[src/hdl/psch_pkg.sv]
`timescale 1ns / 1ps
package psch_pkg;

   localparam int MAX_TASKS = 16;
   localparam int IDX_W     = $clog2(MAX_TASKS);
   localparam int CNT_W     = $clog2(MAX_TASKS + 1);
   localparam int SLOT_W    = 4;
   localparam int TCOUNT_W  = 5;
   localparam int FIELD_W   = 16;
   localparam int TIME_W    = 32;
   localparam int SUM_W     = 40;
   localparam int WIDE_W    = (CNT_W > TCOUNT_W) ? CNT_W : TCOUNT_W;
   localparam int CMP_W     = (IDX_W > SLOT_W) ? IDX_W : SLOT_W;

   localparam logic [TIME_W-1:0]   TIME_MAX      = '1;
   localparam logic [SUM_W-1:0]    SUM_MAX       = '1;
   localparam logic [TCOUNT_W-1:0] COUNT_MAX     = '1;
   localparam logic [TCOUNT_W-1:0] TCOUNT_RESET  = TCOUNT_W'(16);

   localparam logic MODE_LOAD = 1'b0;
   localparam logic MODE_TICK = 1'b1;

   typedef enum logic [1:0] {
      ST_IDLE,
      ST_SCAN,
      ST_CALC,
      ST_SUM
   } state_type;

   typedef struct packed {
      logic               we;
      logic [SLOT_W-1:0]  slot;
      logic [FIELD_W-1:0] prio;
      logic [FIELD_W-1:0] arrival;
      logic [FIELD_W-1:0] burst;
   } load_type;

   typedef struct packed {
      logic             strobe;
      logic [IDX_W-1:0] slot;
   } dec_type;

   // best candidate so far, carried down the chain one cell per cycle
   typedef struct packed {
      logic               go;
      logic               found;
      logic [FIELD_W-1:0] prio;
      logic [IDX_W-1:0]   slot;
      logic [FIELD_W-1:0] arrival;
      logic [FIELD_W-1:0] burst;
      logic               last;
   } token_type;

endpackage

[src/hdl/psch_if.sv]
`timescale 1ns / 1ps
interface psch_req_if import psch_pkg::*; ();
   logic               valid;
   logic               ready;
   logic               mode;
   logic [SLOT_W-1:0]  slot;
   logic [FIELD_W-1:0] task_priority;
   logic [FIELD_W-1:0] arrival;
   logic [FIELD_W-1:0] burst;

   modport source (output valid, mode, slot, task_priority, arrival, burst, input ready);
   modport sink (input valid, mode, slot, task_priority, arrival, burst, output ready);
endinterface

interface psch_rsp_if import psch_pkg::*; ();
   logic              valid;
   logic              ready;
   logic              idle;
   logic [SLOT_W-1:0] ran_slot;
   logic              finished;
   logic [TIME_W-1:0] completion_time;
   logic [TIME_W-1:0] turnaround;
   logic [TIME_W-1:0] waiting;
   logic              all_done;
   logic [SUM_W-1:0]  total_waiting;
   logic [SUM_W-1:0]  total_turnaround;

   modport source (output valid, idle, ran_slot, finished, completion_time, turnaround,
                   waiting, all_done, total_waiting, total_turnaround, input ready);
   modport sink (input valid, idle, ran_slot, finished, completion_time, turnaround,
                 waiting, all_done, total_waiting, total_turnaround, output ready);
endinterface

interface psch_csr_if import psch_pkg::*; ();
   logic                valid;
   logic                ready;
   logic [TCOUNT_W-1:0] data;

   modport source (output valid, data, input ready);
   modport sink (input valid, data, output ready);
endinterface

[src/hdl/preemptive_priority_scheduler.sv]
`timescale 1ns / 1ps
// Preemptive fixed-priority scheduler over MAX_TASKS task slots.
// req_ch: mode 0 loads a slot (priority, arrival, burst) and gives no result;
//   mode 1 is one time tick and gives exactly one item on rsp_ch.
// csr_ch: writes task_count (slots taking part); always ready, write only
//   while no tick is in flight.
// A load is registered straight into its slot cell. A tick walks a candidate
// token down a chain of MAX_TASKS slot cells, one cell per cycle, then steps
// through ST_CALC (time and turnaround) and ST_SUM (waiting and the running
// sums), where the result is registered. The next item is taken once the
// scheduler is back in ST_IDLE; no load or tick is accepted while a tick is
// still in progress, so the length of the cell chain sets the pace of ticks.
// The result sits in an output register; loads are still accepted while it
// waits. A following tick runs its scan and then holds in its last step
// until the receiver has taken the earlier result.
// Synchronous reset clears all slots to invalid, time, completion count and
// sums to zero, and task_count to 16.
module preemptive_priority_scheduler import psch_pkg::*; (
   input logic clock,
   input logic reset,
   psch_req_if.sink   req_ch,
   psch_rsp_if.source rsp_ch,
   psch_csr_if.sink   csr_ch
);

   state_type           state_ff, state_in;
   logic [TCOUNT_W-1:0] task_count_ff;
   logic [TIME_W-1:0]   time_ff;
   logic [TCOUNT_W-1:0] completed_ff;
   logic [SUM_W-1:0]    sum_wait_ff;
   logic [SUM_W-1:0]    sum_tat_ff;
   token_type           pick_ff;
   logic                fin_ff;
   logic [TIME_W-1:0]   comp_ff;
   logic [TIME_W-1:0]   tat_ff;

   logic                rsp_valid_ff;
   logic                rsp_idle_ff;
   logic [SLOT_W-1:0]   rsp_slot_ff;
   logic                rsp_fin_ff;
   logic [TIME_W-1:0]   rsp_comp_ff;
   logic [TIME_W-1:0]   rsp_tat_ff;
   logic [TIME_W-1:0]   rsp_wait_ff;
   logic                rsp_done_ff;
   logic [SUM_W-1:0]    rsp_sum_wait_ff;
   logic [SUM_W-1:0]    rsp_sum_tat_ff;

   logic [WIDE_W-1:0]   count_wide;
   logic [CNT_W-1:0]    active;
   logic                req_ready;
   logic                req_take;
   logic                tick_take;
   logic                rsp_free;
   load_type            load;
   dec_type             dec;
   token_type           tok [MAX_TASKS+1];
   logic [TIME_W-1:0]   time_next;
   logic [TIME_W-1:0]   wait_val;
   logic [SUM_W:0]      sum_wait_raw;
   logic [SUM_W:0]      sum_tat_raw;

   assign count_wide = WIDE_W'(task_count_ff);
   assign active     = (count_wide > WIDE_W'(MAX_TASKS)) ? CNT_W'(MAX_TASKS)
                                                         : CNT_W'(count_wide);
   assign rsp_free   = !rsp_valid_ff || rsp_ch.ready;

   // next state
   always_comb begin
      state_in = state_ff;
      case (state_ff)
         ST_IDLE: begin
            if (tick_take) begin
               state_in = ST_SCAN;
            end
         end
         ST_SCAN: begin
            if (tok[MAX_TASKS].go) begin
               state_in = ST_CALC;
            end
         end
         ST_CALC: state_in = ST_SUM;
         ST_SUM: begin
            if (rsp_free) begin
               state_in = ST_IDLE;
            end
         end
         default: state_in = ST_IDLE;
      endcase
   end

   // outputs
   always_comb begin
      req_ready  = (state_ff == ST_IDLE);
      req_take   = req_ready && req_ch.valid;
      tick_take  = req_take && (req_ch.mode == MODE_TICK);
      load.we      = req_take && (req_ch.mode == MODE_LOAD);
      load.slot    = req_ch.slot;
      load.prio    = req_ch.task_priority;
      load.arrival = req_ch.arrival;
      load.burst   = req_ch.burst;
      dec.strobe = (state_ff == ST_CALC) && pick_ff.found;
      dec.slot   = pick_ff.slot;
   end

   assign req_ch.ready = req_ready;
   assign csr_ch.ready = 1'b1;

   always_comb begin
      tok[0]    = '0;
      tok[0].go = tick_take;
   end

   for (genvar i = 0; i < MAX_TASKS; i++) begin : g_cell
      psch_cell u_cell (
         .clock    (clock),
         .reset    (reset),
         .idx      (IDX_W'(i)),
         .active   (active),
         .cur_time (time_ff),
         .load     (load),
         .dec      (dec),
         .tok_in   (tok[i]),
         .tok_out  (tok[i+1])
      );
   end

   assign time_next    = (time_ff != TIME_MAX) ? (time_ff + TIME_W'(1)) : time_ff;
   assign wait_val     = (fin_ff && (tat_ff >= TIME_W'(pick_ff.burst)))
                         ? (tat_ff - TIME_W'(pick_ff.burst)) : '0;
   assign sum_wait_raw = (SUM_W+1)'(sum_wait_ff) + (SUM_W+1)'(wait_val);
   assign sum_tat_raw  = (SUM_W+1)'(sum_tat_ff) + (SUM_W+1)'(tat_ff);

   always_ff @(posedge clock) begin
      if (reset) begin
         state_ff      <= ST_IDLE;
         task_count_ff <= TCOUNT_RESET;
         time_ff       <= '0;
         completed_ff  <= '0;
         sum_wait_ff   <= '0;
         sum_tat_ff    <= '0;
         rsp_valid_ff  <= 1'b0;
      end else begin
         state_ff <= state_in;
         if (csr_ch.valid) begin
            task_count_ff <= csr_ch.data;
         end
         if (state_ff == ST_CALC) begin
            time_ff <= time_next;
            if (pick_ff.found && pick_ff.last && (completed_ff != COUNT_MAX)) begin
               completed_ff <= completed_ff + TCOUNT_W'(1);
            end
         end
         if ((state_ff == ST_SUM) && rsp_free) begin
            sum_wait_ff  <= sum_wait_raw[SUM_W] ? SUM_MAX : sum_wait_raw[SUM_W-1:0];
            sum_tat_ff   <= sum_tat_raw[SUM_W] ? SUM_MAX : sum_tat_raw[SUM_W-1:0];
            rsp_valid_ff <= 1'b1;
         end else if (rsp_ch.ready) begin
            rsp_valid_ff <= 1'b0;
         end
      end
   end

   always_ff @(posedge clock) begin
      if ((state_ff == ST_SCAN) && tok[MAX_TASKS].go) begin
         pick_ff <= tok[MAX_TASKS];
      end
      if (state_ff == ST_CALC) begin
         fin_ff  <= pick_ff.found && pick_ff.last;
         comp_ff <= (pick_ff.found && pick_ff.last) ? time_next : '0;
         tat_ff  <= (pick_ff.found && pick_ff.last)
                    ? (time_next - TIME_W'(pick_ff.arrival)) : '0;
      end
      if ((state_ff == ST_SUM) && rsp_free) begin
         rsp_idle_ff     <= !pick_ff.found;
         rsp_slot_ff     <= pick_ff.found ? SLOT_W'(pick_ff.slot) : '0;
         rsp_fin_ff      <= fin_ff;
         rsp_comp_ff     <= comp_ff;
         rsp_tat_ff      <= tat_ff;
         rsp_wait_ff     <= wait_val;
         rsp_done_ff     <= (WIDE_W'(completed_ff) >= WIDE_W'(active));
         rsp_sum_wait_ff <= sum_wait_raw[SUM_W] ? SUM_MAX : sum_wait_raw[SUM_W-1:0];
         rsp_sum_tat_ff  <= sum_tat_raw[SUM_W] ? SUM_MAX : sum_tat_raw[SUM_W-1:0];
      end
   end

   assign rsp_ch.valid            = rsp_valid_ff;
   assign rsp_ch.idle             = rsp_idle_ff;
   assign rsp_ch.ran_slot         = rsp_slot_ff;
   assign rsp_ch.finished         = rsp_fin_ff;
   assign rsp_ch.completion_time  = rsp_comp_ff;
   assign rsp_ch.turnaround       = rsp_tat_ff;
   assign rsp_ch.waiting          = rsp_wait_ff;
   assign rsp_ch.all_done         = rsp_done_ff;
   assign rsp_ch.total_waiting    = rsp_sum_wait_ff;
   assign rsp_ch.total_turnaround = rsp_sum_tat_ff;

`ifndef SYNTHESIS
   // the scan token only reaches the chain end while a scan is in progress
   a_token_in_scan: assert property (@(posedge clock) disable iff (reset)
      tok[MAX_TASKS].go |-> (state_ff == ST_SCAN))
      else $error("scan token left chain outside a scan");

   a_pick_in_range: assert property (@(posedge clock) disable iff (reset)
      ((state_ff == ST_CALC) && pick_ff.found) |-> (CNT_W'(pick_ff.slot) < active))
      else $error("picked slot outside active range");

   a_time_monotone: assert property (@(posedge clock) disable iff (reset)
      !reset |=> (time_ff >= $past(time_ff)))
      else $error("time went backwards");

   a_sum_monotone: assert property (@(posedge clock) disable iff (reset)
      !reset |=> ((sum_tat_ff >= $past(sum_tat_ff)) && (sum_wait_ff >= $past(sum_wait_ff))))
      else $error("running sum decreased");

   a_finish_not_idle: assert property (@(posedge clock) disable iff (reset)
      (rsp_valid_ff && rsp_fin_ff) |-> !rsp_idle_ff)
      else $error("finished on an idle tick");
`endif

endmodule

[src/hdl/psch_cell.sv]
`timescale 1ns / 1ps
module psch_cell import psch_pkg::*; (
   input  logic              clock,
   input  logic              reset,
   input  logic [IDX_W-1:0]  idx,
   input  logic [CNT_W-1:0]  active,
   input  logic [TIME_W-1:0] cur_time,
   input  load_type          load,
   input  dec_type           dec,
   input  token_type         tok_in,
   output token_type         tok_out
);

   logic               valid_ff;
   logic [FIELD_W-1:0] prio_ff;
   logic [FIELD_W-1:0] arrival_ff;
   logic [FIELD_W-1:0] burst_ff;
   logic [FIELD_W-1:0] remain_ff;
   token_type          tok_ff;
   token_type          tok_in_next;
   logic               load_hit;
   logic               dec_hit;
   logic               ready_now;
   logic               take;

   assign load_hit  = load.we && (CMP_W'(load.slot) == CMP_W'(idx));
   assign dec_hit   = dec.strobe && (dec.slot == idx);
   assign ready_now = valid_ff && (CNT_W'(idx) < active)
                      && (TIME_W'(arrival_ff) <= cur_time) && (remain_ff != '0);
   assign take      = ready_now && (!tok_in.found || (prio_ff < tok_in.prio));

   always_comb begin
      tok_in_next = tok_in;
      if (take) begin
         tok_in_next.found   = 1'b1;
         tok_in_next.prio    = prio_ff;
         tok_in_next.slot    = idx;
         tok_in_next.arrival = arrival_ff;
         tok_in_next.burst   = burst_ff;
         tok_in_next.last    = (remain_ff == FIELD_W'(1));
      end
   end

   always_ff @(posedge clock) begin
      if (reset) begin
         valid_ff <= 1'b0;
         tok_ff   <= '0;
      end else begin
         tok_ff <= tok_in_next;
         if (load_hit) begin
            valid_ff <= 1'b1;
         end
      end
   end

   always_ff @(posedge clock) begin
      if (load_hit) begin
         prio_ff    <= load.prio;
         arrival_ff <= load.arrival;
         burst_ff   <= load.burst;
         remain_ff  <= load.burst;
      end else if (dec_hit) begin
         remain_ff <= remain_ff - FIELD_W'(1);
      end
   end

   assign tok_out = tok_ff;

endmodule
[src/flat_wrapper.sv]
// flat-port wrapper written by rule: the top's interface ports become plain ports
module preemptive_priority_scheduler_flat import psch_pkg::*;
  (clock, reset, req_ch_valid, req_ch_mode, req_ch_slot, req_ch_task_priority, req_ch_arrival, req_ch_burst, req_ch_ready, rsp_ch_valid, rsp_ch_idle, rsp_ch_ran_slot, rsp_ch_finished, rsp_ch_completion_time, rsp_ch_turnaround, rsp_ch_waiting, rsp_ch_all_done, rsp_ch_total_waiting, rsp_ch_total_turnaround, rsp_ch_ready, csr_ch_valid, csr_ch_data, csr_ch_ready);
  psch_req_if req_ch_i ();
  psch_rsp_if rsp_ch_i ();
  psch_csr_if csr_ch_i ();
  input logic clock;
  input logic reset;
  input wire logic [$bits(req_ch_i.valid)-1:0] req_ch_valid;
  input wire logic [$bits(req_ch_i.mode)-1:0] req_ch_mode;
  input wire logic [$bits(req_ch_i.slot)-1:0] req_ch_slot;
  input wire logic [$bits(req_ch_i.task_priority)-1:0] req_ch_task_priority;
  input wire logic [$bits(req_ch_i.arrival)-1:0] req_ch_arrival;
  input wire logic [$bits(req_ch_i.burst)-1:0] req_ch_burst;
  output wire logic [$bits(req_ch_i.ready)-1:0] req_ch_ready;
  output wire logic [$bits(rsp_ch_i.valid)-1:0] rsp_ch_valid;
  output wire logic [$bits(rsp_ch_i.idle)-1:0] rsp_ch_idle;
  output wire logic [$bits(rsp_ch_i.ran_slot)-1:0] rsp_ch_ran_slot;
  output wire logic [$bits(rsp_ch_i.finished)-1:0] rsp_ch_finished;
  output wire logic [$bits(rsp_ch_i.completion_time)-1:0] rsp_ch_completion_time;
  output wire logic [$bits(rsp_ch_i.turnaround)-1:0] rsp_ch_turnaround;
  output wire logic [$bits(rsp_ch_i.waiting)-1:0] rsp_ch_waiting;
  output wire logic [$bits(rsp_ch_i.all_done)-1:0] rsp_ch_all_done;
  output wire logic [$bits(rsp_ch_i.total_waiting)-1:0] rsp_ch_total_waiting;
  output wire logic [$bits(rsp_ch_i.total_turnaround)-1:0] rsp_ch_total_turnaround;
  input wire logic [$bits(rsp_ch_i.ready)-1:0] rsp_ch_ready;
  input wire logic [$bits(csr_ch_i.valid)-1:0] csr_ch_valid;
  input wire logic [$bits(csr_ch_i.data)-1:0] csr_ch_data;
  output wire logic [$bits(csr_ch_i.ready)-1:0] csr_ch_ready;
  assign req_ch_i.valid = req_ch_valid;
  assign req_ch_i.mode = req_ch_mode;
  assign req_ch_i.slot = req_ch_slot;
  assign req_ch_i.task_priority = req_ch_task_priority;
  assign req_ch_i.arrival = req_ch_arrival;
  assign req_ch_i.burst = req_ch_burst;
  assign req_ch_ready = req_ch_i.ready;
  assign rsp_ch_valid = rsp_ch_i.valid;
  assign rsp_ch_idle = rsp_ch_i.idle;
  assign rsp_ch_ran_slot = rsp_ch_i.ran_slot;
  assign rsp_ch_finished = rsp_ch_i.finished;
  assign rsp_ch_completion_time = rsp_ch_i.completion_time;
  assign rsp_ch_turnaround = rsp_ch_i.turnaround;
  assign rsp_ch_waiting = rsp_ch_i.waiting;
  assign rsp_ch_all_done = rsp_ch_i.all_done;
  assign rsp_ch_total_waiting = rsp_ch_i.total_waiting;
  assign rsp_ch_total_turnaround = rsp_ch_i.total_turnaround;
  assign rsp_ch_i.ready = rsp_ch_ready;
  assign csr_ch_i.valid = csr_ch_valid;
  assign csr_ch_i.data = csr_ch_data;
  assign csr_ch_ready = csr_ch_i.ready;
  preemptive_priority_scheduler u_core (.clock(clock), .reset(reset), .req_ch(req_ch_i), .rsp_ch(rsp_ch_i), .csr_ch(csr_ch_i));
endmodule
[config.mk]
export PLATFORM = sky130hd
export DESIGN_NAME = preemptive_priority_scheduler_flat
export DESIGN_NICKNAME = d
export VERILOG_FILES = /design/src/hdl/psch_pkg.sv /design/src/hdl/psch_if.sv /design/src/hdl/preemptive_priority_scheduler.sv /design/src/hdl/psch_cell.sv /design/src/flat_wrapper.sv
export SDC_FILE = /design/constraint.sdc
export NUM_CORES = 2
export LEC_CHECK = 0
export ABC_AREA = 1
export BUFFER_PORTS_ARGS = -buffer_cell sky130_fd_sc_hd__buf_2
export CAP_MARGIN = 20
export CORE_MARGIN = 2
export CORE_UTILIZATION = 35
export DETAILED_ROUTE_END_ITERATION = 8
export PLACE_DENSITY = 0.51
export SYNTH_ARGS = -nofsm -noshare
export SYNTH_HDL_FRONTEND = slang
export SYNTH_SLANG_ARGS = --single-unit
[constraint.sdc]
create_clock -name clock -period 11.13 [get_ports clock]
set_input_delay 2.7825 -clock clock [delete_from_list [all_inputs] [get_ports clock]]
set_output_delay 2.7825 -clock clock [all_outputs]
set_load 0.02 [all_outputs]
Word level (Yosys, flattened, before mapping):

Index checks and enable logic that the tools add are counted.

* bits in registers: 2315
* bits in latches: 0
* memory bits (writable): 0
* ROM bits: 0
* input port bits: 63
* output and inout bits: 186
* word-level logic and storage cells: 606
* memories: 0

* $add $sub $neg: 22
* multipliers: 0
* divide/modulo/power cells: 0
* $lt $le $gt $ge: 50
* equality and inequality tests: 54
* shifts and indexed selects: 0
* muxes and demuxes: 59
* bitwise gates (word level): 2
* reductions and logical operators: 190

Operator list (count)
* $mux 54: 16
* $le 16x32->1: 16
* $mux 16: 32
* $eq 16x1->1 const B: 16
* $reduce_bool 16->1: 16
* $sub 16x1->16 const B: 16
* $lt 16x16->1: 15
* $logic_and 1x1->1: 104
* $add 40x32->41: 2
* $mux 40: 2
* $eq 4x4->1 const B: 16
* $mux 32: 2
* $sub 32x16->32: 2
* $lt 4x5->1 const A: 8
* $reduce_bool 2->1: 17
* $add 32x1->32 const B: 1
* $eq 4x3->1 const B: 8
* $ge 32x16->1: 1
* $ne 32x32->1 const B: 1
* $reduce_or 2->1: 15
* $lt 3x5->1 const A: 4
* $logic_not 1->1: 17
* $eq 4x2->1 const B: 4
* $logic_or 1x1->1: 16
* 20 further kinds: 30

Logic depth before layout (Yosys ltp):

* depth in word-level cells: 8
* gate-level depth with buffers: 31
* gate-level depth less buffers: 30

Cells and area by module:

From an unflattened synthesis, not the netlist that was laid out.

* cells, all modules: 14271
* area total of the unflattened synthesis: 118222.1 um^2

By module, submodules not included
* psch_cell (u_core.g_cell[0].u_cell ...): times used 15, cells each 713, area each 5940.7 um^2
* preemptive_priority_scheduler: times used 1, cells each 2865, area each 23178.5 um^2
* psch_cell (u_core.g_cell[10].u_cell): times used 1, cells each 711, area each 5933.2 um^2

Worst setup path before layout:

No wires, ideal clock.

* path type: input port to flip-flop
* start: input port rsp_ch_ready
* end: register u_core.rsp_done_ff, in the netlist u_core.rsp_ch.all_done (enable)
* setup time: 0.618 ns
* arrival: 8.691 ns
* data required time: 10.512 ns
* slack: 1.821 ns
* stages on the path: 6
* cell sequence: inv_1 > nand2_1 > inv_1 > nor2_1 > clkbuf_1 > buf_1

* longest elaborated chain between the ends: 2

Ends and longest elaborated chain
* start: declaration: RTL line flat_wrapper.sv:26 `input wire logic [$bits(rsp_ch_i.ready)-1:0] rsp_ch_ready;`
* $logic_or 1x1->1: RTL line preemptive_priority_scheduler.sv:65 `assign rsp_free = !rsp_valid_ff || rsp_ch.ready;`
* $logic_and 1x1->1: RTL line preemptive_priority_scheduler.sv:173 `if ((state_ff == ST_SUM) && rsp_free) begin`
* end signal: assignment: RTL line preemptive_priority_scheduler.sv:180 `rsp_done_ff <= (WIDE_W'(completed_ff) >= WIDE_W'(active));`
* end: declaration: RTL line preemptive_priority_scheduler.sv:44 `logic rsp_done_ff;`

No other way between the ends.
A chain may end at the register's enable or synchronous reset.

Worst setup path in the final report:

* start: input port req_ch_mode
* end: register u_core.g_cell[9].u_cell.remain_ff[10] (enable)

* longest elaborated chain between the ends: 4

Ends and longest elaborated chain
* start: declaration: RTL line flat_wrapper.sv:10 `input wire logic [$bits(req_ch_i.mode)-1:0] req_ch_mode;`
* $not 1->1: RTL line preemptive_priority_scheduler.sv:96 `load.we = req_take && (req_ch.mode == MODE_LOAD);`
* $logic_and 1x1->1: RTL line preemptive_priority_scheduler.sv:96
* $logic_and 1x1->1: RTL line psch_cell.sv:26 `assign load_hit = load.we && (CMP_W'(load.slot) == CMP_W'(idx));`
* via u_core.g_cell[9].u_cell.load_hit: RTL line psch_cell.sv:21 `logic load_hit;`
* $reduce_bool 2->1 (no source line)
* end signal: assignment: RTL line psch_cell.sv:61 `remain_ff <= load.burst;`
* end signal: assignment: RTL line psch_cell.sv:63 `remain_ff <= remain_ff - FIELD_W'(1);`
* end: declaration: RTL line psch_cell.sv:18 `logic [FIELD_W-1:0] remain_ff;`

The timed path passes the listed nets, and every way through them passes these cells.

==> impl_metrics.tcl <==
set metrics [dict create \
    yosys.area_share.simple_pct 19.40 \
    syn_to_final_growth_pct 13.77 \
    drc 0 \
    drv_cap 0 \
    yosysSeqAreaShare_pct 56.24 \
    viasPerCell 5.019 \
    critPathKind "in -> reg" \
    htree_levels 5 \
    p_per_area_mw_per_mm2 178.6 \
    vdd_drop_max_v 0.0001576 \
    synthMuxAreaShare_pct 0 \
    tritoncts "yes" \
    async_flop_share_pct 0 \
    core_mm2 0.2995 \
    holdPathStages 2 \
    crit_family "buffers and inverters" \
    post_dp_cell_area_mm2 0.1107 \
    gp_congestion 0.8883 \
    cts.sinks 2300 \
    ys_top_cells_by_area "edfxtp_1, dfxtp_1, ha_1, nand2_1, a21oi_1" \
    cts_buffers 267 \
    hold_buffers 0 \
    clkPwrFrac_pct 41.6 \
    die_area_mm2 0.3049 \
    worstSetupStartpointType "primary input" \
    p_comb_share_pct 14.0 \
    vias 78290 \
    grt_max_degree 184 \
    cp.required_ps 11660 \
    synthDominantCellAreaShare_pct 37.40 \
    dp_hpwl_mm 212.4 \
    crit_slowest_cell "nor3_4" \
    antenna_found_initial 29 \
    synthAdderAreaFrac_pct 7.642 \
    switchingPower_uw 5888 \
    syn_nets 11950 \
    tightest_slew_ps 1136 \
    grt_first_pass_wirelength_mm 469.0 \
    maxSlewViolCount 0 \
    final_area_mm2 0.1197 \
    die_w_um 552.2 \
    cts.repair.resized 0 \
    clock_latency_ps 860 \
    internal_power_uw 15490 \
    rsz0062_at_grt "no" \
    clk_pin_slew_ps 60 \
    synth-compound-area-share_pct 9.010 \
    post_cts_buffers 0 \
    synth_top_family_by_area "simple AND/OR/NAND/NOR gates" \
    nets 12110 \
    synthCells 11250 \
    p_sw_share_pct 27.54 \
    die_h_um 552.2 \
    leakage_uw 0.04643 \
    worstSetupEndpointType "flip-flop" \
    setup_viol 0 \
    max_slew_margin_pct 24.21 \
    status "finished clean" \
    start_util_pct 35.11 \
    path_cells "buf_2 > nor3_4 > nand2_1 > nor2_4 > buf_4 > clkinv_1 > o21ai_1 > buf_4" \
    cp_max_fo 56 \
    grt-ovfl-total 0 \
    yosys.area.top_type "edfxtp_1" \
    synthFlopType "edfxtp_1" \
    hold_viol_final 0 \
    critPathMaxStageDelay_ps 740 \
    firstDrtPassIters 9 \
    cts_root_buf "clkbuf_16" \
    crit_cells 8 \
    cp_num_buf_inv 4 \
    synth.distinct_cells 53 \
    io_buffers 247 \
    track_usage_pct 19.75 \
    r2r_cells 28 \
    min_period_ps 5912 \
    critPathMostFrequentCell "buf_4" \
    clk_path_buf_depth 4 \
    synth-xor-area-share_pct 1.765 \
    dr.first_iter.drc_count 6110 \
    syn_avg_cell_area_um2 9.348 \
    routed_wl_mm 309.8 \
    fmax_ghz 0.1692 \
    drive_gt1_share_pct 7.701 \
    min_path_type "reg -> reg" \
    synth_area_mm2 0.1052 \
    setup_tns_ps 0 \
    final.setup_skew_ps 62.73 \
    ys_warn_count 0 \
    period_share_pct 53.12 \
    n_fill_cell 29340 \
    grt_pass1_vias 76340 \
    p_seq_share_pct 44.4 \
    antenna_left 0 \
    synth_edf_count 1310 \
    arrival_ps 6440 \
    num_rows 201 \
    ys_ff_latch 2300 \
    wl_per_cell_um 19.86 \
    ioPinCount 249 \
]
## power by group through the flow
stage | logic, µW | clock network [µW] | registers (µW)
after floorplan | 1760 | 0 | 9640
after global placement | 2950 | 0 | 9660
after detailed placement | 2990 | 0 | 9660
after CTS | 3010 | 9090 | 9480
after global routing | 3340 | 9430 | 9500
final | 3000 | 8890 | 9480
## placed cells by master (no fill, tap or decap), types with 31 or more instances in the layout
cell and n:
a21oi_1 1044, a31oi_1 56, buf_2 246, buf_4 112
clkbuf_1 71, clkbuf_16 277, clkbuf_8 39, clkinv_2 31
dfxtp_1 990, edfxtp_1 1310, ha_1 635, inv_1 1112
nand2_1 1890, nand3_1 804, nand3b_1 191, nand4_1 251
nor2_1 1297, nor3_1 87, nor4_1 39, o21ai_0 558
xnor2_1 77, xor2_1 135
## cell families (layout without fill, tap and decap cells)
group	Yosys count	count (layout)
compound gates	1810	1810
xor+xnor	212	212
fa+ha+maj	640	640
buf+inv	1611	1982
flops	2300	2300
other cells	1	21
simple gates	4677	4677
## layer usage
| layer | wire length [µm] | vias up | GRT usage, % |
|---|---|---|---|
| met5 | 13 | - | 0 |
| met4 | 10860 | 2 | 7.222 |
| met3 | 14000 | 485 | 2.216 |
| met2 | 138400 | 1946 | 31.38 |
| li1 | - | 38500 | - |
| met1 | 146500 | 37360 | 27.68 |
## synth_stat cells, drive strengths merged (4+ instances only)
cell	count
a211oi	4
a21boi	12
a21o	24
a21oi	1057
a22oi	10
a31oi	56
a41oi	4
and3	7
buf	168
clkbuf	306
clkinv	8
dfxtp	990
edfxtp	1310
fa	4
ha	636
inv	1129
nand2	1920
nand3	813
nand3b	191
nand4	251
nor2	1331
nor3	88
nor4	39
o211ai	7
o21a	30
o21ai	579
o21bai	19
or2	28
or3	7
xnor2	77
xor2	135
## final cells by class
cell class / instances / area, µm² / share of cell area (%)
clock buffer: 387 / 7735 / 6.464
inverter: 1137 / 4275 / 3.573
tap: 3958 / 4952 / 4.138
sequential: 2300 / 59160 / 49.44
multi-input combinational: 7340 / 40140 / 33.54
antenna: 20 / 50.05 / 0.04182
timing repair buffer: 364 / 2202 / 1.840
clock inverter: 94 / 1151 / 0.9619
## path summary, 6_finish.rpt
check	from	end	slack (ps)
max	req_ch_mode	u_core.g_cell[9].u_cell.remain_ff[10]$_DFFE_PP_	5220
max reg2reg	u_core.tat_ff[0]$_SDFFCE_PN0P_	u_core.sum_wait_ff[25]$_SDFFE_PP0P_	5680
min	u_core.g_cell[2].u_cell.tok_out[54]$_SDFF_PP0_	u_core.g_cell[3].u_cell.tok_out[54]$_SDFF_PP0_	390
min reg2reg	u_core.g_cell[2].u_cell.tok_out[54]$_SDFF_PP0_	u_core.g_cell[3].u_cell.tok_out[54]$_SDFF_PP0_	390
## worst register-to-register path, delay by kind of cell (launching register included)
family	cells	cell delay (ps)
DFF	1	410
buffers and inverters	3	380
and+or+nand+nor	20	3500
adders and majority gates	3	760
AOI/OAI and AO/OA	2	360
## sequential cells by signal, summed over array words and instances (netlist names), 34 cells and up
signal and count:
u_core.g_cell.u_cell.prio_ff 256, u_core.pick_ff 34, u_core.sum_wait_ff 40, u_core.g_cell.u_cell.tok_out 849
u_core.g_cell.u_cell.burst_ff 256, u_core.sum_tat_ff 40, u_core.g_cell.u_cell.arrival_ff 256, u_core.rsp_ch.total_waiting 40
u_core.rsp_ch.total_turnaround 40, u_core.g_cell.u_cell.remain_ff 256
## through the flow
stage | util [%] | total power [µW] | worst slack [ps] | instances | hold WS (ps)
2_1_floorplan | - | 11390 | 1821 | 11250 | 385.5
3_3_place_gp | 36.95 | 12600 | 4332 | 15100 | 389.0
3_5_place_dp | 36.95 | 12660 | 4288 | 15100 | 389.6
4_1_cts | 39.92 | 21580 | 5204 | 15580 | 397.0
5_1_grt | 39.94 | 22270 | 4897 | 15590 | 405.9
6_report | 39.95 | 21380 | 5218 | 15600 | 394.9
(Power assumes the default switching activity.)
